**src/rtl/core/pps_pkg.sv**
```systemverilog
// Package for the process pick scheduler: command codes, controller states,
// control/status bundles, field widths and the mask lookup helper.
// No dependencies.
`default_nettype none

package pps_pkg;

    // Fixed field widths of the item and result ports
    localparam int unsigned PRI_W     = 8;
    localparam int unsigned MASK_W    = 16;
    localparam int unsigned CHOSEN_W  = 5;
    localparam int unsigned CUR_W     = 4;
    localparam int unsigned COUNT_W   = 5;
    localparam int unsigned TOTAL_W   = 20;
    localparam int unsigned MINW_W    = 17;
    localparam int unsigned MAXW_W    = 16;

    // Saturation limits of the reported statistics
    localparam logic [TOTAL_W-1:0] TOTAL_TOP = '1;
    localparam logic [MAXW_W-1:0]  STAT_TOP  = '1;
    localparam logic [MINW_W-1:0]  MIN_EMPTY = '1;
    localparam logic [CHOSEN_W-1:0] NONE_CHOSEN = '1;

    // Register map
    localparam int unsigned PADDR_W = 3;
    localparam logic REG_PRIORITY_MODE = 1'b0;

    typedef enum logic [1:0] {
        CMD_ADD  = 2'd0,
        CMD_PICK = 2'd1,
        CMD_TICK = 2'd2,
        CMD_NOP  = 2'd3
    } cmd_t;

    typedef enum logic [2:0] {
        S_IDLE,
        S_DECODE,
        S_SCAN,
        S_DRAIN,
        S_FINISH
    } state_t;

    // Commands from controller to datapath
    typedef struct packed {
        logic capture;
        logic decode;
        logic scan_rd;
        logic finish;
    } ctrl_t;

    // Status from datapath to controller
    typedef struct packed {
        logic table_empty;
        logic scan_last;
        logic out_free;
    } stat_t;

    // Mask bit lookup; entries at sixteen and above see zero
    function automatic logic mask_bit(logic [MASK_W-1:0] mask, logic [31:0] idx);
        logic bit_val;
        bit_val = 1'b0;
        if (idx < 32'(MASK_W))
        begin
            bit_val = mask[idx[3:0]];
        end
        return bit_val;
    endfunction

endpackage

`default_nettype wire

```
**src/rtl/core/pps_ram.sv**
```systemverilog
// Generic single-write, single-read RAM with registered read data.
// No dependencies.
`default_nettype none

module pps_ram #(
    parameter int WIDTH = 24,
    parameter int DEPTH = 16
) (
    input  wire logic                     clk,
    input  wire logic                     we,
    input  wire logic [$clog2(DEPTH)-1:0] waddr,
    input  wire logic [WIDTH-1:0]         wdata,
    input  wire logic [$clog2(DEPTH)-1:0] raddr,
    output logic      [WIDTH-1:0]         rdata
);

    logic [WIDTH-1:0] mem [DEPTH];

    always_ff @(posedge clk)
    begin
        if (we)
        begin
            mem[waddr] <= wdata;
        end
        rdata <= mem[raddr];
    end

endmodule

`default_nettype wire

```
**src/rtl/core/pps_ctrl.sv**
```systemverilog
// Controller state machine for the process pick scheduler.
// Depends on pps_pkg; drives the datapath through ctrl_t, watches stat_t.
`default_nettype none

module pps_ctrl (
    input  wire logic           clk,
    input  wire logic           rst_n,
    input  wire logic           in_valid,
    output logic                in_ready,
    output pps_pkg::ctrl_t      ctrl,
    input  wire pps_pkg::stat_t stat
);

    import pps_pkg::*;

    state_t state_reg;
    state_t state_next;

    // State register
    always_ff @(posedge clk or negedge rst_n)
    begin
        if (!rst_n)
        begin
            state_reg <= S_IDLE;
        end
        else
        begin
            state_reg <= state_next;
        end
    end

    // Next state and commands
    always_comb
    begin
        state_next = state_reg;
        in_ready   = 1'b0;
        ctrl       = '0;
        unique case (state_reg)
            S_IDLE:
            begin
                in_ready = 1'b1;
                if (in_valid)
                begin
                    ctrl.capture = 1'b1;
                    state_next   = S_DECODE;
                end
            end
            S_DECODE:
            begin
                ctrl.decode = 1'b1;
                state_next  = stat.table_empty ? S_FINISH : S_SCAN;
            end
            S_SCAN:
            begin
                ctrl.scan_rd = 1'b1;
                if (stat.scan_last)
                begin
                    state_next = S_DRAIN;
                end
            end
            S_DRAIN:
            begin
                state_next = S_FINISH;
            end
            S_FINISH:
            begin
                if (stat.out_free)
                begin
                    ctrl.finish = 1'b1;
                    state_next  = S_IDLE;
                end
            end
            default:
            begin
                state_next = S_IDLE;
            end
        endcase
    end

    // An accepted transaction is always decoded next
    a_accept_decode: assert property (@(posedge clk) disable iff (!rst_n)
        (in_valid && in_ready) |=> (state_reg == S_DECODE))
        else $error("accepted transaction not decoded");

    // Finish only leaves through a free output register
    a_finish_free: assert property (@(posedge clk) disable iff (!rst_n)
        (state_reg == S_FINISH && !stat.out_free) |=> (state_reg == S_FINISH))
        else $error("finish left while output busy");

endmodule

`default_nettype wire

```
**src/rtl/core/pps_datapath.sv**
```systemverilog
// Datapath of the process pick scheduler: item capture, entry table RAM,
// one-entry-per-cycle scan for pick, tick and statistics, output register.
// Depends on pps_pkg and pps_ram.
`default_nettype none

module pps_datapath #(
    parameter int MAX_ENTRIES = 16,
    parameter int WAIT_WIDTH  = 16
) (
    input  wire logic                              clk,
    input  wire logic                              rst_n,
    input  wire pps_pkg::ctrl_t                    ctrl,
    output pps_pkg::stat_t                         stat,
    input  wire logic                              priority_mode,
    input  wire logic [1:0]                        command,
    input  wire logic [pps_pkg::PRI_W-1:0]         entry_priority,
    input  wire logic [pps_pkg::MASK_W-1:0]        ready_mask,
    input  wire logic [pps_pkg::MASK_W-1:0]        terminated_mask,
    output logic                                   out_valid,
    input  wire logic                              out_ready,
    output logic signed [pps_pkg::CHOSEN_W-1:0]    chosen_index,
    output logic                                   switched,
    output logic [pps_pkg::CUR_W-1:0]              current_index,
    output logic [pps_pkg::COUNT_W-1:0]            entry_count,
    output logic                                   table_full,
    output logic [pps_pkg::TOTAL_W-1:0]            total_wait,
    output logic signed [pps_pkg::MINW_W-1:0]      min_wait,
    output logic [pps_pkg::MAXW_W-1:0]             max_wait,
    output logic                                   all_done
);

    import pps_pkg::*;

    localparam int IDX_W  = $clog2(MAX_ENTRIES);
    localparam int CNT_W  = $clog2(MAX_ENTRIES + 1);
    localparam int ENT_W  = PRI_W + WAIT_WIDTH;
    localparam int SUM_W  = ((WAIT_WIDTH > TOTAL_W) ? WAIT_WIDTH : TOTAL_W) + 1;
    localparam int SAT_W  = (WAIT_WIDTH > MAXW_W) ? WAIT_WIDTH : MAXW_W;
    localparam logic [CNT_W-1:0] COUNT_MAX = CNT_W'(MAX_ENTRIES);

    // Captured item
    cmd_t              cmd_reg;
    logic [PRI_W-1:0]  pri_reg;
    logic [MASK_W-1:0] ready_reg;
    logic [MASK_W-1:0] term_reg;

    // Table control state
    logic [CNT_W-1:0]  count_reg,   count_next;
    logic [IDX_W-1:0]  cur_reg,     cur_next;
    logic [IDX_W-1:0]  idx_reg,     idx_next;
    logic [CNT_W-1:0]  rd_cnt_reg,  rd_cnt_next;
    logic              rd_pend_reg, rd_pend_next;
    logic [IDX_W-1:0]  idx_d_reg,   idx_d_next;
    logic              full_reg,    full_next;

    // Scan accumulators
    logic [TOTAL_W-1:0]    total_reg,  total_next;
    logic [WAIT_WIDTH-1:0] min_reg,    min_next;
    logic [WAIT_WIDTH-1:0] max_reg,    max_next;
    logic                  any_reg,    any_next;
    logic                  done_reg,   done_next;
    logic                  found_reg,  found_next;
    logic [PRI_W-1:0]      best_reg,   best_next;
    logic [IDX_W-1:0]      chosen_reg, chosen_next;

    // Output register
    logic                 out_valid_reg, out_valid_next;
    logic [CHOSEN_W-1:0]  o_chosen_reg,  o_chosen_next;
    logic                 o_switch_reg,  o_switch_next;
    logic [CUR_W-1:0]     o_cur_reg,     o_cur_next;
    logic [COUNT_W-1:0]   o_count_reg,   o_count_next;
    logic                 o_full_reg,    o_full_next;
    logic [TOTAL_W-1:0]   o_total_reg,   o_total_next;
    logic [MINW_W-1:0]    o_min_reg,     o_min_next;
    logic [MAXW_W-1:0]    o_max_reg,     o_max_next;
    logic                 o_done_reg,    o_done_next;

    // RAM ports
    logic             ram_we;
    logic [IDX_W-1:0] ram_waddr;
    logic [ENT_W-1:0] ram_wdata;
    logic [ENT_W-1:0] ram_rdata;

    // Entry evaluation
    logic [PRI_W-1:0]      e_pri;
    logic [WAIT_WIDTH-1:0] e_wait;
    logic [WAIT_WIDTH-1:0] e_wait_new;
    logic                  e_rdy;
    logic                  e_trm;
    logic                  e_inc;
    logic [SUM_W-1:0]      e_sum;
    logic                  do_add;
    logic                  do_switch;
    logic [SAT_W-1:0]      min_ext;
    logic [SAT_W-1:0]      max_ext;

    pps_ram #(
        .WIDTH (ENT_W),
        .DEPTH (MAX_ENTRIES)
    ) u_table (
        .clk   (clk),
        .we    (ram_we),
        .waddr (ram_waddr),
        .wdata (ram_wdata),
        .raddr (idx_reg),
        .rdata (ram_rdata)
    );

    // Status to controller
    always_comb
    begin
        stat.table_empty = (count_reg == '0) && (cmd_reg != CMD_ADD);
        stat.scan_last   = (rd_cnt_reg == count_reg - CNT_W'(1));
        stat.out_free    = !out_valid_reg || out_ready;
    end

    // Field split and per-entry decisions of the entry read last cycle
    always_comb
    begin
        e_pri      = ram_rdata[WAIT_WIDTH +: PRI_W];
        e_wait     = ram_rdata[WAIT_WIDTH-1:0];
        e_rdy      = mask_bit(ready_reg, 32'(idx_d_reg));
        e_trm      = mask_bit(term_reg, 32'(idx_d_reg));
        e_inc      = (cmd_reg == CMD_TICK) && (idx_d_reg != cur_reg) && !e_trm && e_rdy
                     && (e_wait != '1);
        e_wait_new = e_inc ? (e_wait + WAIT_WIDTH'(1)) : e_wait;
        e_sum      = SUM_W'(total_reg) + SUM_W'(e_wait_new);
        do_add     = (cmd_reg == CMD_ADD) && (count_reg != COUNT_MAX);
        do_switch  = (cmd_reg == CMD_PICK) && found_reg && (chosen_reg != cur_reg);
        min_ext    = SAT_W'(min_reg);
        max_ext    = SAT_W'(max_reg);
    end

    // RAM write: append on add, write back counter on tick
    always_comb
    begin
        ram_we    = 1'b0;
        ram_waddr = idx_d_reg;
        ram_wdata = {e_pri, e_wait_new};
        if (ctrl.decode && do_add)
        begin
            ram_we    = 1'b1;
            ram_waddr = IDX_W'(count_reg);
            ram_wdata = {pri_reg, {WAIT_WIDTH{1'b0}}};
        end
        else if (rd_pend_reg && e_inc)
        begin
            ram_we = 1'b1;
        end
    end

    // Next values of control state and accumulators
    always_comb
    begin
        count_next   = count_reg;
        cur_next     = cur_reg;
        idx_next     = idx_reg;
        rd_cnt_next  = rd_cnt_reg;
        rd_pend_next = 1'b0;
        idx_d_next   = idx_d_reg;
        full_next    = full_reg;
        total_next   = total_reg;
        min_next     = min_reg;
        max_next     = max_reg;
        any_next     = any_reg;
        done_next    = done_reg;
        found_next   = found_reg;
        best_next    = best_reg;
        chosen_next  = chosen_reg;

        // Decode: append entry, set up scan from the entry after current on a pick, else from entry 0
        if (ctrl.decode)
        begin
            full_next = (cmd_reg == CMD_ADD) && (count_reg == COUNT_MAX);
            if (do_add)
            begin
                count_next = count_reg + CNT_W'(1);
            end
            if (cmd_reg == CMD_PICK && (CNT_W'(cur_reg) + CNT_W'(1) != count_reg))
            begin
                idx_next = cur_reg + IDX_W'(1);
            end
            else
            begin
                idx_next = '0;
            end
            rd_cnt_next = '0;
            total_next  = '0;
            min_next    = '0;
            max_next    = '0;
            any_next    = 1'b0;
            done_next   = 1'b1;
            found_next  = 1'b0;
            best_next   = '0;
            chosen_next = '0;
        end

        // Scan: issue one read, step the wrapping index
        if (ctrl.scan_rd)
        begin
            rd_pend_next = 1'b1;
            idx_d_next   = idx_reg;
            rd_cnt_next  = rd_cnt_reg + CNT_W'(1);
            if (CNT_W'(idx_reg) + CNT_W'(1) == count_reg)
            begin
                idx_next = '0;
            end
            else
            begin
                idx_next = idx_reg + IDX_W'(1);
            end
        end

        // Evaluate: statistics, done flag and pick candidate
        if (rd_pend_reg)
        begin
            total_next = (e_sum > SUM_W'(TOTAL_TOP)) ? TOTAL_TOP : e_sum[TOTAL_W-1:0];
            if (!any_reg || e_wait_new < min_reg)
            begin
                min_next = e_wait_new;
            end
            if (e_wait_new > max_reg)
            begin
                max_next = e_wait_new;
            end
            any_next = 1'b1;
            if (!e_trm)
            begin
                done_next = 1'b0;
            end
            if (cmd_reg == CMD_PICK && e_rdy)
            begin
                if (!priority_mode)
                begin
                    if (!found_reg)
                    begin
                        found_next  = 1'b1;
                        chosen_next = idx_d_reg;
                    end
                end
                else if (e_pri >= best_reg)
                begin
                    found_next  = 1'b1;
                    best_next   = e_pri;
                    chosen_next = idx_d_reg;
                end
            end
        end

        // Finish: commit the switch
        if (ctrl.finish && do_switch)
        begin
            cur_next = chosen_reg;
        end
    end

    // Output register next values
    always_comb
    begin
        out_valid_next = out_valid_reg;
        o_chosen_next  = o_chosen_reg;
        o_switch_next  = o_switch_reg;
        o_cur_next     = o_cur_reg;
        o_count_next   = o_count_reg;
        o_full_next    = o_full_reg;
        o_total_next   = o_total_reg;
        o_min_next     = o_min_reg;
        o_max_next     = o_max_reg;
        o_done_next    = o_done_reg;
        if (out_ready)
        begin
            out_valid_next = 1'b0;
        end
        if (ctrl.finish)
        begin
            out_valid_next = 1'b1;
            o_chosen_next  = (cmd_reg == CMD_PICK && found_reg) ?
                             CHOSEN_W'(chosen_reg) : NONE_CHOSEN;
            o_switch_next  = do_switch;
            o_cur_next     = do_switch ? CUR_W'(chosen_reg) : CUR_W'(cur_reg);
            o_count_next   = COUNT_W'(count_reg);
            o_full_next    = full_reg;
            o_total_next   = total_reg;
            if (!any_reg)
            begin
                o_min_next = MIN_EMPTY;
            end
            else if (min_ext > SAT_W'(STAT_TOP))
            begin
                o_min_next = MINW_W'(STAT_TOP);
            end
            else
            begin
                o_min_next = MINW_W'(min_ext[MAXW_W-1:0]);
            end
            o_max_next  = (max_ext > SAT_W'(STAT_TOP)) ? STAT_TOP : max_ext[MAXW_W-1:0];
            o_done_next = done_reg;
        end
    end

    // Control registers
    always_ff @(posedge clk or negedge rst_n)
    begin
        if (!rst_n)
        begin
            count_reg     <= '0;
            cur_reg       <= '0;
            rd_cnt_reg    <= '0;
            rd_pend_reg   <= 1'b0;
            out_valid_reg <= 1'b0;
        end
        else
        begin
            count_reg     <= count_next;
            cur_reg       <= cur_next;
            rd_cnt_reg    <= rd_cnt_next;
            rd_pend_reg   <= rd_pend_next;
            out_valid_reg <= out_valid_next;
        end
    end

    // Payload registers
    always_ff @(posedge clk)
    begin
        if (ctrl.capture)
        begin
            cmd_reg   <= cmd_t'(command);
            pri_reg   <= entry_priority;
            ready_reg <= ready_mask;
            term_reg  <= terminated_mask;
        end
        idx_reg      <= idx_next;
        idx_d_reg    <= idx_d_next;
        full_reg     <= full_next;
        total_reg    <= total_next;
        min_reg      <= min_next;
        max_reg      <= max_next;
        any_reg      <= any_next;
        done_reg     <= done_next;
        found_reg    <= found_next;
        best_reg     <= best_next;
        chosen_reg   <= chosen_next;
        o_chosen_reg <= o_chosen_next;
        o_switch_reg <= o_switch_next;
        o_cur_reg    <= o_cur_next;
        o_count_reg  <= o_count_next;
        o_full_reg   <= o_full_next;
        o_total_reg  <= o_total_next;
        o_min_reg    <= o_min_next;
        o_max_reg    <= o_max_next;
        o_done_reg   <= o_done_next;
    end

    assign out_valid     = out_valid_reg;
    assign chosen_index  = o_chosen_reg;
    assign switched      = o_switch_reg;
    assign current_index = o_cur_reg;
    assign entry_count   = o_count_reg;
    assign table_full    = o_full_reg;
    assign total_wait    = o_total_reg;
    assign min_wait      = o_min_reg;
    assign max_wait      = o_max_reg;
    assign all_done      = o_done_reg;

    // The last read is evaluated before the result is loaded
    a_drained: assert property (@(posedge clk) disable iff (!rst_n)
        ctrl.finish |-> !rd_pend_reg)
        else $error("finish with a read still pending");

    // Table never overfills
    a_count_max: assert property (@(posedge clk) disable iff (!rst_n)
        count_reg <= COUNT_MAX)
        else $error("entry count above table size");

    // Current entry stays inside a non-empty table
    a_cur_range: assert property (@(posedge clk) disable iff (!rst_n)
        (count_reg != '0) |-> (CNT_W'(cur_reg) < count_reg))
        else $error("current entry outside table");

endmodule

`default_nettype wire

```
**src/rtl/core/process_pick_scheduler.sv**
```systemverilog
// Top level of the process pick scheduler: configuration register, APB port,
// controller and datapath. Depends on pps_pkg, pps_ctrl, pps_datapath.
//
//   Channel   Handshake            Payload
//   in        in_valid / in_ready  command, entry_priority, ready_mask, terminated_mask
//   out       out_valid/out_ready  chosen_index .. all_done (9 fields)
//   cfg       APB psel/penable     priority_mode at byte address 0
//
// An item passes through decode, a scan with one table RAM read per entry of
// the table after the item, a drain step and finish before the next item is
// accepted. A pick, tick or no-op on an empty table skips the scan.
// The result is loaded in the finish step; the input stays ready while a
// previous result waits in the output register, and a new result waits in its
// finish step until that register is taken.
// Reset clears the table count, current entry and mode; no clearing pass runs.
`default_nettype none

module process_pick_scheduler #(
    parameter int MAX_ENTRIES = 16,
    parameter int WAIT_WIDTH  = 16
) (
    input  wire logic                               clk,
    input  wire logic                               rst_n,
    // APB configuration port
    input  wire logic                               psel,
    input  wire logic                               penable,
    input  wire logic                               pwrite,
    input  wire logic [pps_pkg::PADDR_W-1:0]        paddr,
    input  wire logic [31:0]                        pwdata,
    output logic      [31:0]                        prdata,
    output logic                                    pready,
    // Input transactions
    input  wire logic                               in_valid,
    output logic                                    in_ready,
    input  wire logic [1:0]                         command,
    input  wire logic [pps_pkg::PRI_W-1:0]          entry_priority,
    input  wire logic [pps_pkg::MASK_W-1:0]         ready_mask,
    input  wire logic [pps_pkg::MASK_W-1:0]         terminated_mask,
    // Result transactions
    output logic                                    out_valid,
    input  wire logic                               out_ready,
    output logic signed [pps_pkg::CHOSEN_W-1:0]     chosen_index,
    output logic                                    switched,
    output logic [pps_pkg::CUR_W-1:0]               current_index,
    output logic [pps_pkg::COUNT_W-1:0]             entry_count,
    output logic                                    table_full,
    output logic [pps_pkg::TOTAL_W-1:0]             total_wait,
    output logic signed [pps_pkg::MINW_W-1:0]       min_wait,
    output logic [pps_pkg::MAXW_W-1:0]              max_wait,
    output logic                                    all_done
);

    import pps_pkg::*;

    logic  mode_reg;
    logic  mode_next;
    logic  cfg_wr;
    ctrl_t ctrl;
    stat_t stat;

    // Configuration register write
    always_comb
    begin
        pready    = 1'b1;
        cfg_wr    = psel && penable && pwrite;
        mode_next = mode_reg;
        if (cfg_wr && paddr[2] == REG_PRIORITY_MODE)
        begin
            mode_next = pwdata[0];
        end
    end

    // Register readback
    always_comb
    begin
        prdata = '0;
        if (paddr[2] == REG_PRIORITY_MODE)
        begin
            prdata = {31'b0, mode_reg};
        end
    end

    always_ff @(posedge clk or negedge rst_n)
    begin
        if (!rst_n)
        begin
            mode_reg <= 1'b0;
        end
        else
        begin
            mode_reg <= mode_next;
        end
    end

    pps_ctrl u_ctrl (
        .clk      (clk),
        .rst_n    (rst_n),
        .in_valid (in_valid),
        .in_ready (in_ready),
        .ctrl     (ctrl),
        .stat     (stat)
    );

    pps_datapath #(
        .MAX_ENTRIES (MAX_ENTRIES),
        .WAIT_WIDTH  (WAIT_WIDTH)
    ) u_datapath (
        .clk             (clk),
        .rst_n           (rst_n),
        .ctrl            (ctrl),
        .stat            (stat),
        .priority_mode   (mode_reg),
        .command         (command),
        .entry_priority  (entry_priority),
        .ready_mask      (ready_mask),
        .terminated_mask (terminated_mask),
        .out_valid       (out_valid),
        .out_ready       (out_ready),
        .chosen_index    (chosen_index),
        .switched        (switched),
        .current_index   (current_index),
        .entry_count     (entry_count),
        .table_full      (table_full),
        .total_wait      (total_wait),
        .min_wait        (min_wait),
        .max_wait        (max_wait),
        .all_done        (all_done)
    );

endmodule

`default_nettype wire

```
**config.mk**
```make
export PLATFORM = sky130hd
export DESIGN_NAME = process_pick_scheduler
export DESIGN_NICKNAME = d
export VERILOG_FILES = /design/src/rtl/core/pps_pkg.sv /design/src/rtl/core/pps_ram.sv /design/src/rtl/core/pps_ctrl.sv /design/src/rtl/core/pps_datapath.sv /design/src/rtl/core/process_pick_scheduler.sv
export SDC_FILE = /design/constraint.sdc
export NUM_CORES = 1
export LEC_CHECK = 0
export BUFFER_PORTS_ARGS = -buffer_cell sky130_fd_sc_hd__buf_2
export CAP_MARGIN = 20
export CORE_ASPECT_RATIO = 0.6
export CORE_MARGIN = 4
export CORE_UTILIZATION = 43
export CTS_CLUSTER_DIAMETER = 30
export DETAILED_ROUTE_END_ITERATION = 6
export PLACE_DENSITY = 0.67
export REMOVE_ABC_BUFFERS = 1
export SLEW_MARGIN = 0
export SYNTH_ARGS = -nofsm -noshare
export SYNTH_HDL_FRONTEND = slang
export SYNTH_HIERARCHICAL = 1
export SYNTH_SLANG_ARGS = --single-unit
```
**constraint.sdc**
```tcl
create_clock -name clk -period 9.8 [get_ports clk]
set_clock_uncertainty 0.15 [all_clocks]
set_input_delay 1.96 -clock clk [delete_from_list [all_inputs] [get_ports clk]]
set_output_delay 1.96 -clock clk [all_outputs]
set_load 0.02 [all_outputs]
```
Word-level counts from Yosys, hierarchy flattened --
Memory sizes are Yosys's and may differ from the RTL's. A register that Yosys moved wholly into a read port is not among the register bits. Index checks and enable logic that the tools add are counted.
Word-level totals: register bits after elaboration 208, RAM bits 384, bits of input ports 84, output and inout bits 105, logic and storage cells 165, memories 1
Memories:
- u_datapath.u_table.mem | words 16, width 24, rd ports 1, clocked after Yosys merged registers in 1, write ports 1, line pps_ram.sv:17 | logic [WIDTH-1:0] mem [DEPTH];
Cells by class: $add $sub $neg 9, $lt $le $gt $ge 7, equal/unequal tests 17, muxes and demuxes 64, bitwise logic cells 2, reductions and logical operators 32
Operator list (number):
- 2-to-1 mux 16 bit | 7
- 2-to-1 mux 20 bit | 3
- 2-to-1 mux 4 bit | 12
- 2-to-1 mux 8 bit | 5
- > comparator 16 bit (second input constant) | 2
- 2-to-1 mux 1 bit | 26
- 2-to-1 mux 24 bit | 1
- adder 20 x 16 -> 21 bit | 1
- > comparator 21 x 20 -> 1 bit (second input constant) | 1
- logical AND 1 bit | 17
- adder 16 x 1 -> 16 bit (second input constant) | 1
- > comparator 16 bit | 1
- < comparator 16 bit | 1
- inequality test 16 bit (second input constant) | 1
- 2-to-1 mux 5 bit | 3
- one-hot mux 3 bit (5 select lines) | 1
- 2-to-1 mux 3 bit | 4
- adder 4 x 1 -> 5 bit (second input constant) | 2
- adder 5 x 1 -> 5 bit (second input constant) | 2
- == test 5 bit | 2
- adder 4 x 1 -> 4 bit (second input constant) | 2
- binary-select mux 1 bit (select 4 bit) | 2
- greater-or-equal comparator 8 bit | 1
- inequality test 4 bit | 2
- 21 further kinds | 31

Longest topological paths before layout --
depth after elaboration 11, gate-level depth with buffers 20, depth with buffers taken out 17

By module --
Netlist, hierarchy kept.
By module, submodules not included:
- pps_ram | times used 1, cells each 636, area an instance 14930.6 µm², sequential area each 12011.5 µm²
- pps_datapath | times used 1, cells each 817, area an instance 9980.8 µm², sequential area each 5575.3 µm²
- process_pick_scheduler | times used 1, cells each 38, area an instance 301.5 µm², sequential area each 25.0 µm²
- pps_ctrl | times used 1, cells each 16, area an instance 163.9 µm², sequential area each 75.1 µm²

Worst setup path after synthesis --
OpenSTA, ideal clock, no wires.
path type input -> register, start point input out_ready, end point register u_datapath.cur_reg[0], library setup time 0.131 ns, data arrival time 11.160 ns, required time 9.519 ns, path slack -1.641 ns, stages on the path 4, path buffers 0, cell sequence nand2b_1 -> nor4b_1 -> nand3_1 -> mux2_2
RTL lines:
- from (decl) | line process_pick_scheduler.sv:41 | input wire logic out_ready,
- to (signal assigned) | line pps_datapath.sv:315 | cur_reg <= cur_next;
- to (decl) | line pps_datapath.sv:49 | logic [IDX_W-1:0] cur_reg, cur_next;

Worst setup path in the final report --
start point register u_datapath.idx_d_reg[2], end point register u_datapath.total_reg[5], data pin
On the way: word-level cells in the longest chain between the ends 11, elaborated cells between the ends (all ways) 15, classes of those cells 1 x add/sub; 1 x order compare; 1 x eq/ne; 7 x mux; 5 x reduce/logical
RTL lines:
- from (decl) | line pps_datapath.sv:53 | logic [IDX_W-1:0] idx_d_reg, idx_d_next;
- from (signal assigned) | line pps_datapath.sv:333 | idx_d_reg <= idx_d_next;
- binary-select mux 1 bit (select 4 bit) | line pps_pkg.sv:64 | bit_val = mask[idx[3:0]];
- 2-to-1 mux 1 bit (not written as such) | line pps_pkg.sv:64
- zero test 1 bit | line pps_datapath.sv:124 | e_inc = (cmd_reg == CMD_TICK) && (idx_d_reg != cur_reg) && !e_trm && e_rdy
- logical AND 1 bit | line pps_datapath.sv:124
- logical AND 1 bit * | line pps_datapath.sv:124
- logical AND 1 bit * | line pps_datapath.sv:125 | && (e_wait != '1);
- 2-to-1 mux 16 bit * | line pps_datapath.sv:126 | e_wait_new = e_inc ? (e_wait + WAIT_WIDTH'(1)) : e_wait;
- adder 20 x 16 -> 21 bit * | line pps_datapath.sv:127 | e_sum = SUM_W'(total_reg) + SUM_W'(e_wait_new);
- > comparator 21 x 20 -> 1 bit | line pps_datapath.sv:217 | total_next = (e_sum > SUM_W'(TOTAL_TOP)) ? TOTAL_TOP : e_sum[TOTAL_W-1:0];
- 2-to-1 mux 20 bit * | line pps_datapath.sv:217
- 2-to-1 mux 20 bit * | line pps_datapath.sv:215 | if (rd_pend_reg)
- to (signal assigned) | line pps_datapath.sv:335 | total_reg <= total_next;
- to (decl) | line pps_datapath.sv:57 | logic [TOTAL_W-1:0] total_reg, total_next;
Mark *: on every way between the ends. The rest lies on a longest branch, timed or not. The select of a mux whose other input is x is not followed. A chain may end at the register's enable or synchronous reset.

==> reports/qor.log <==
qor: place.gpl.final_weighted_congestion 0.8155
qor: critical_path.path_delay_family compound AO/OA/AOI/OAI gates
qor: routing.route.detailed.drc 0
qor: timing.fmax 0.1449 GHz
qor: critical_path.critical-path-slowest-cell sky130_fd_sc_hd__o311ai_1
qor: clock_tree.post_cts_resize_count 0
qor: synthesis.synth.distinct_cells 69
qor: global_routing.grt_antenna_before_repair 0
qor: layout.stdcell_count 2552
qor: critical_path.r2r_cells 18
qor: layout.fin_nets 1848
qor: clock_tree.clock-root-buffer sky130_fd_sc_hd__clkbuf_16
qor: place.hpwl 36430 µm
qor: clock_tree.worstSkewPairLatency 0.64 ns
qor: clock_tree.cts-buffers-inserted 95
qor: global_routing.gr-total-overflow 0
qor: global_routing.grt_pass1_wl 88700 µm
qor: routing.number_of_vias_per_cell_after_detailed_routing 5.548
qor: layout.layout.area.seq 17690 µm²
qor: synthesis.synthFlopType sky130_fd_sc_hd__edfxtp_1
qor: layout.area_growth_syn_to_layout 19.14%
qor: clock_tree.clock_tree_from_tritoncts built
qor: routing.drtAntennaViolNets 0
qor: layout.area_used_by_multi_input_combinational_logic 7076 µm²
qor: pwr.ir_drop 233.7 µV
qor: clock_tree.cts.hold.buffers_added 0
qor: critical_path.peak_per_stage_delay_on_the_critical_path 0.92 ns
qor: synthesis.number_of_storage_elements_in_the_synthesis_netlist 616
qor: critical_path.crit_required 10.02 ns
qor: floorplan.initial_cell_density_of_the_core 43.80%
qor: timing.timing.setup.tns 0 ns
qor: job.max_cap_violation_count 0
qor: critical_path.setup.worst_path.class flip-flop to flip-flop
qor: timing.drv_slew 0
qor: worst_hold_path.min_path_cells 0
qor: worst_hold_path.hold_path_class flip-flop to flip-flop
qor: pwr.power-per-cell-area 342.9 nW/µm²
qor: critical_path.timing.critical_path.cells mux4_2, mux2i_1, mux2_2, nand3_1, nor2_1, nand4_1, xor2_1, inv_1, ha_1, a21oi_1, o21ai_0, o311ai_1, a211oi_1, o21a_1, o21ai_1, a21oi_1, buf_4, o21a_1
qor: clock_tree.clk_pin_slew 0.06 ns
qor: critical_path.critical_path_depth 18
qor: global_routing.grt_pass1_vias 14250
qor: synthesis.synth_enable_flop_cells 525
qor: synthesis.synth_cells 1507
qor: routing.totalWireLength 58910 µm
qor: synthesis.yosysTopAreaCell sky130_fd_sc_hd__edfxtp_1
qor: layout.largest_register_ff_count 384
qor: clock_tree.cts_htree_levels 3
qor: routing.drtPass1Iterations 5
qor: pwr.static-leakage-power 10.73 nW
qor: clock_tree.cts-root-to-sink-buffers 3
qor: synthesis.netlist.area_leader.share 62.12%
qor: critical_path.critical_path_buf_inv_count 2
qor: timing.worst_slew_margin_rel 27.22%
qor: timing.timing.hold.ws 0.2779 ns
qor: synthesis.post_synth.cell_area_avg 16.84 µm²
qor: place.numPlacedInstances 2372
qor: layout.share_of_layout_cells_above_drive_strength_1 28.56%
qor: critical_path.arrival 7.12 ns
qor: place.dpl_worst_slack 3.003 ns
qor: global_routing.grt.total_usage 18.70%
qor: floorplan.die_x 321.6 µm
qor: floorplan.fp.dieArea 63090 µm²
qor: place.numPortBuffers 123
qor: floorplan.ios 189
qor: layout.largest-register u_datapath/u_table/mem
qor: floorplan.num_rows 68
qor: routing.mean_routed_wirelength_per_cell 23.08 µm
qor: global_routing.largest_net_degree_at_the_start_of_global_routing 102
qor: timing.timing.final.crit_share 70.40%
qor: synthesis.synth-warning-count 6
qor: clock_tree.clkSinkCount 616
qor: critical_path.endpoint_kind flip-flop
qor: layout.post-route-util 52.18%
qor: layout.fill_cells 4585
qor: routing.detail_route.iter0.violations 1388
qor: timing.rsz0062_at_grt no
qor: synthesis.yosysSeqAreaShare 69.70%
qor: clock_tree.postCtsSetupBuffers 0
qor: synthesis.synth_async_sr_flop_share 3.247%
qor: critical_path.path_max_fanout 16
qor: floorplan.die_height 196.2 µm
qor: timing.timing.final.hold_violations 0
qor: timing.tightestPinTransition 1.086 ns
qor: outcome.status finished clean
qor: critical_path.worst_setup_path_start_kind flip-flop
qor: timing.report.final.setup_viol 0
qor: layout.biggestRegsByFlops u_datapath/u_table/mem (384), u_datapath/u_table/rdata (24)
qor: synthesis.yosys-top-cells-area sky130_fd_sc_hd__edfxtp_1, sky130_fd_sc_hd__mux4_2, sky130_fd_sc_hd__dfxtp_1
qor: timing.fin_crit 6.899 ns
qor: layout.antenna_cells 0
qor: synthesis.mappedNetlistArea 25380 µm²
qor: routing.via_count 14160
qor: timing.finalWorstSetupSlack 2.901 ns
qor: floorplan.core 57940 µm²
==> report_power, final <==
group / internal, mW / leakage, nW / total [mW] / switching [mW]
sequential: 3.56 / 5.64 / 3.83 / 0.269
clock: 2.20 / 1.60 / 3.44 / 1.24
combinational: 1.19 / 3.49 / 3.10 / 1.91
total: 6.96 / 10.7 / 10.4 / 3.41
==> layout by cell type (no fill, tap or decap), drive strengths merged, types with 4 or more instances in the layout <==
master,Yosys,final
mux2,32,32
mux2i,22,22
conb,2,32
bufinv,0,12
ha,62,62
xor2,21,21
nor2b,13,13
a21o,16,16
clkbuf,39,108
nor3b,7,7
nand2,90,90
nand3,18,18
and3,6,6
nand4,18,18
nor3,15,15
nand2b,9,9
buf,53,159
nor4,4,4
clkinv,0,27
a211oi,8,8
dfrtp,20,20
mux4,105,105
a22oi,48,48
edfxtp,525,525
clkinvlp,0,14
dfxtp,71,71
a21oi,29,29
o21a,20,20
xnor2,38,38
or2,6,6
nor2,56,56
o21ai,24,24
o22ai,20,20
inv,71,88
a31oi,4,4
==> layout make-up <==
| class | count | share of cell area [%] |
|---|---|---|
| flip-flops and latches | 616 | 58.50 |
| clock buffers | 108 | 8.401 |
| clock inverters | 70 | 2.603 |
| multi-input cells | 758 | 23.40 |
| inverters | 71 | 0.8815 |
| well taps | 770 | 3.187 |
| repair buffers | 159 | 3.025 |
==> worst reg2reg max path: stages, from the launching register on <==
cell and delay [ns]:
sky130_fd_sc_hd__edfxtp_1 0.81, sky130_fd_sc_hd__mux4_2 0.62, sky130_fd_sc_hd__mux2i_1 0.15, sky130_fd_sc_hd__mux2_2 0.28, sky130_fd_sc_hd__nand3_1 0.21, sky130_fd_sc_hd__nor2_1 0.66
sky130_fd_sc_hd__nand4_1 0.20, sky130_fd_sc_hd__xor2_1 0.34, sky130_fd_sc_hd__inv_1 0.19, sky130_fd_sc_hd__ha_1 0.36, sky130_fd_sc_hd__a21oi_1 0.16, sky130_fd_sc_hd__o21ai_0 0.23
sky130_fd_sc_hd__o311ai_1 0.92, sky130_fd_sc_hd__a211oi_1 0.23, sky130_fd_sc_hd__o21a_1 0.29, sky130_fd_sc_hd__o21ai_1 0.32, sky130_fd_sc_hd__a21oi_1 0.13, sky130_fd_sc_hd__buf_4 0.22
sky130_fd_sc_hd__o21a_1 0.21
==> layer usage <==
layer	up-vias	GRT usage, %	routed length [µm]
li1	6218	-	-
met1	7242	28.61	26930
met2	615	27.20	25770
met3	84	4.279	5202
met4	0	4.542	999
met5	-	0	0
==> stage by stage <==
stage	total power, mW	instance area [µm²]
after floorplan	6.027	24940
after global placement	6.815	26880
after detailed placement	6.937	26880
after CTS	10.42	30200
after global routing	10.91	30230
final	10.37	30230
==> path summary, 6_finish.rpt <==
check | start | to | slack [ns]
max | u_datapath/idx_d_reg[2]$_DFFE_PP_ | u_datapath/total_reg[5]$_SDFFCE_PN0P_ | 2.90
min | u_datapath/full_reg$_DFFE_PP_ | u_datapath/table_full$_DFFE_PP_ | 0.28
max reg2reg | u_datapath/idx_d_reg[2]$_DFFE_PP_ | u_datapath/total_reg[5]$_SDFFCE_PN0P_ | 2.90
min reg2reg | u_datapath/full_reg$_DFFE_PP_ | u_datapath/table_full$_DFFE_PP_ | 0.28
max in group asynchronous | rst_n | u_datapath/rd_cnt_reg[0]$_DFFE_PN0P_ | 8.02
min in group asynchronous | rst_n | u_datapath/cur_reg[2]$_DFFE_PN0P_ | 1.13
==> cell families (layout without fill, tap and decap cells) <==
group,after synthesis,in the layout,synth area share [%]
AO/OA/AOI/OAI,188,188,5.364
XOR/XNOR,59,59,2.036
adder cells (fa/ha/maj),63,63,3.136
buffers and inverters,163,408,3.205
flip-flops,616,616,69.70
multiplexers,159,159,11.61
other,2,32,0.02959
AND/OR/NAND/NOR,257,257,4.926
==> synth_stat cells (all sizes together), types with 2 or more instances <==
| cell type | instances |
|---|---|
| o41ai | 2 |
| and4 | 2 |
| dfrtp | 20 |
| nand2 | 90 |
| nand3b | 3 |
| nor2 | 56 |
| o21ai | 24 |
| xor2 | 21 |
| mux2i | 22 |
| mux4 | 105 |
| nand3 | 18 |
| nor3 | 15 |
| a21o | 16 |
| ha | 62 |
| a21oi | 29 |
| buf | 53 |
| conb | 2 |
| dfxtp | 71 |
| and2 | 3 |
| nand4 | 18 |
| nand2b | 9 |
| clkbuf | 39 |
| nor4 | 4 |
| o21a | 20 |
| or2 | 6 |
| o211ai | 2 |
| inv | 71 |
| edfxtp | 525 |
| a31oi | 4 |
| nor3b | 7 |
| xnor2 | 38 |
| a211oi | 8 |
| and3 | 6 |
| o21bai | 2 |
| a41oi | 2 |
| mux2 | 32 |
| o311ai | 2 |
| nor2b | 13 |
| o22ai | 20 |
| a22oi | 48 |
No activity file was read; power rests on OpenSTA's default activity.
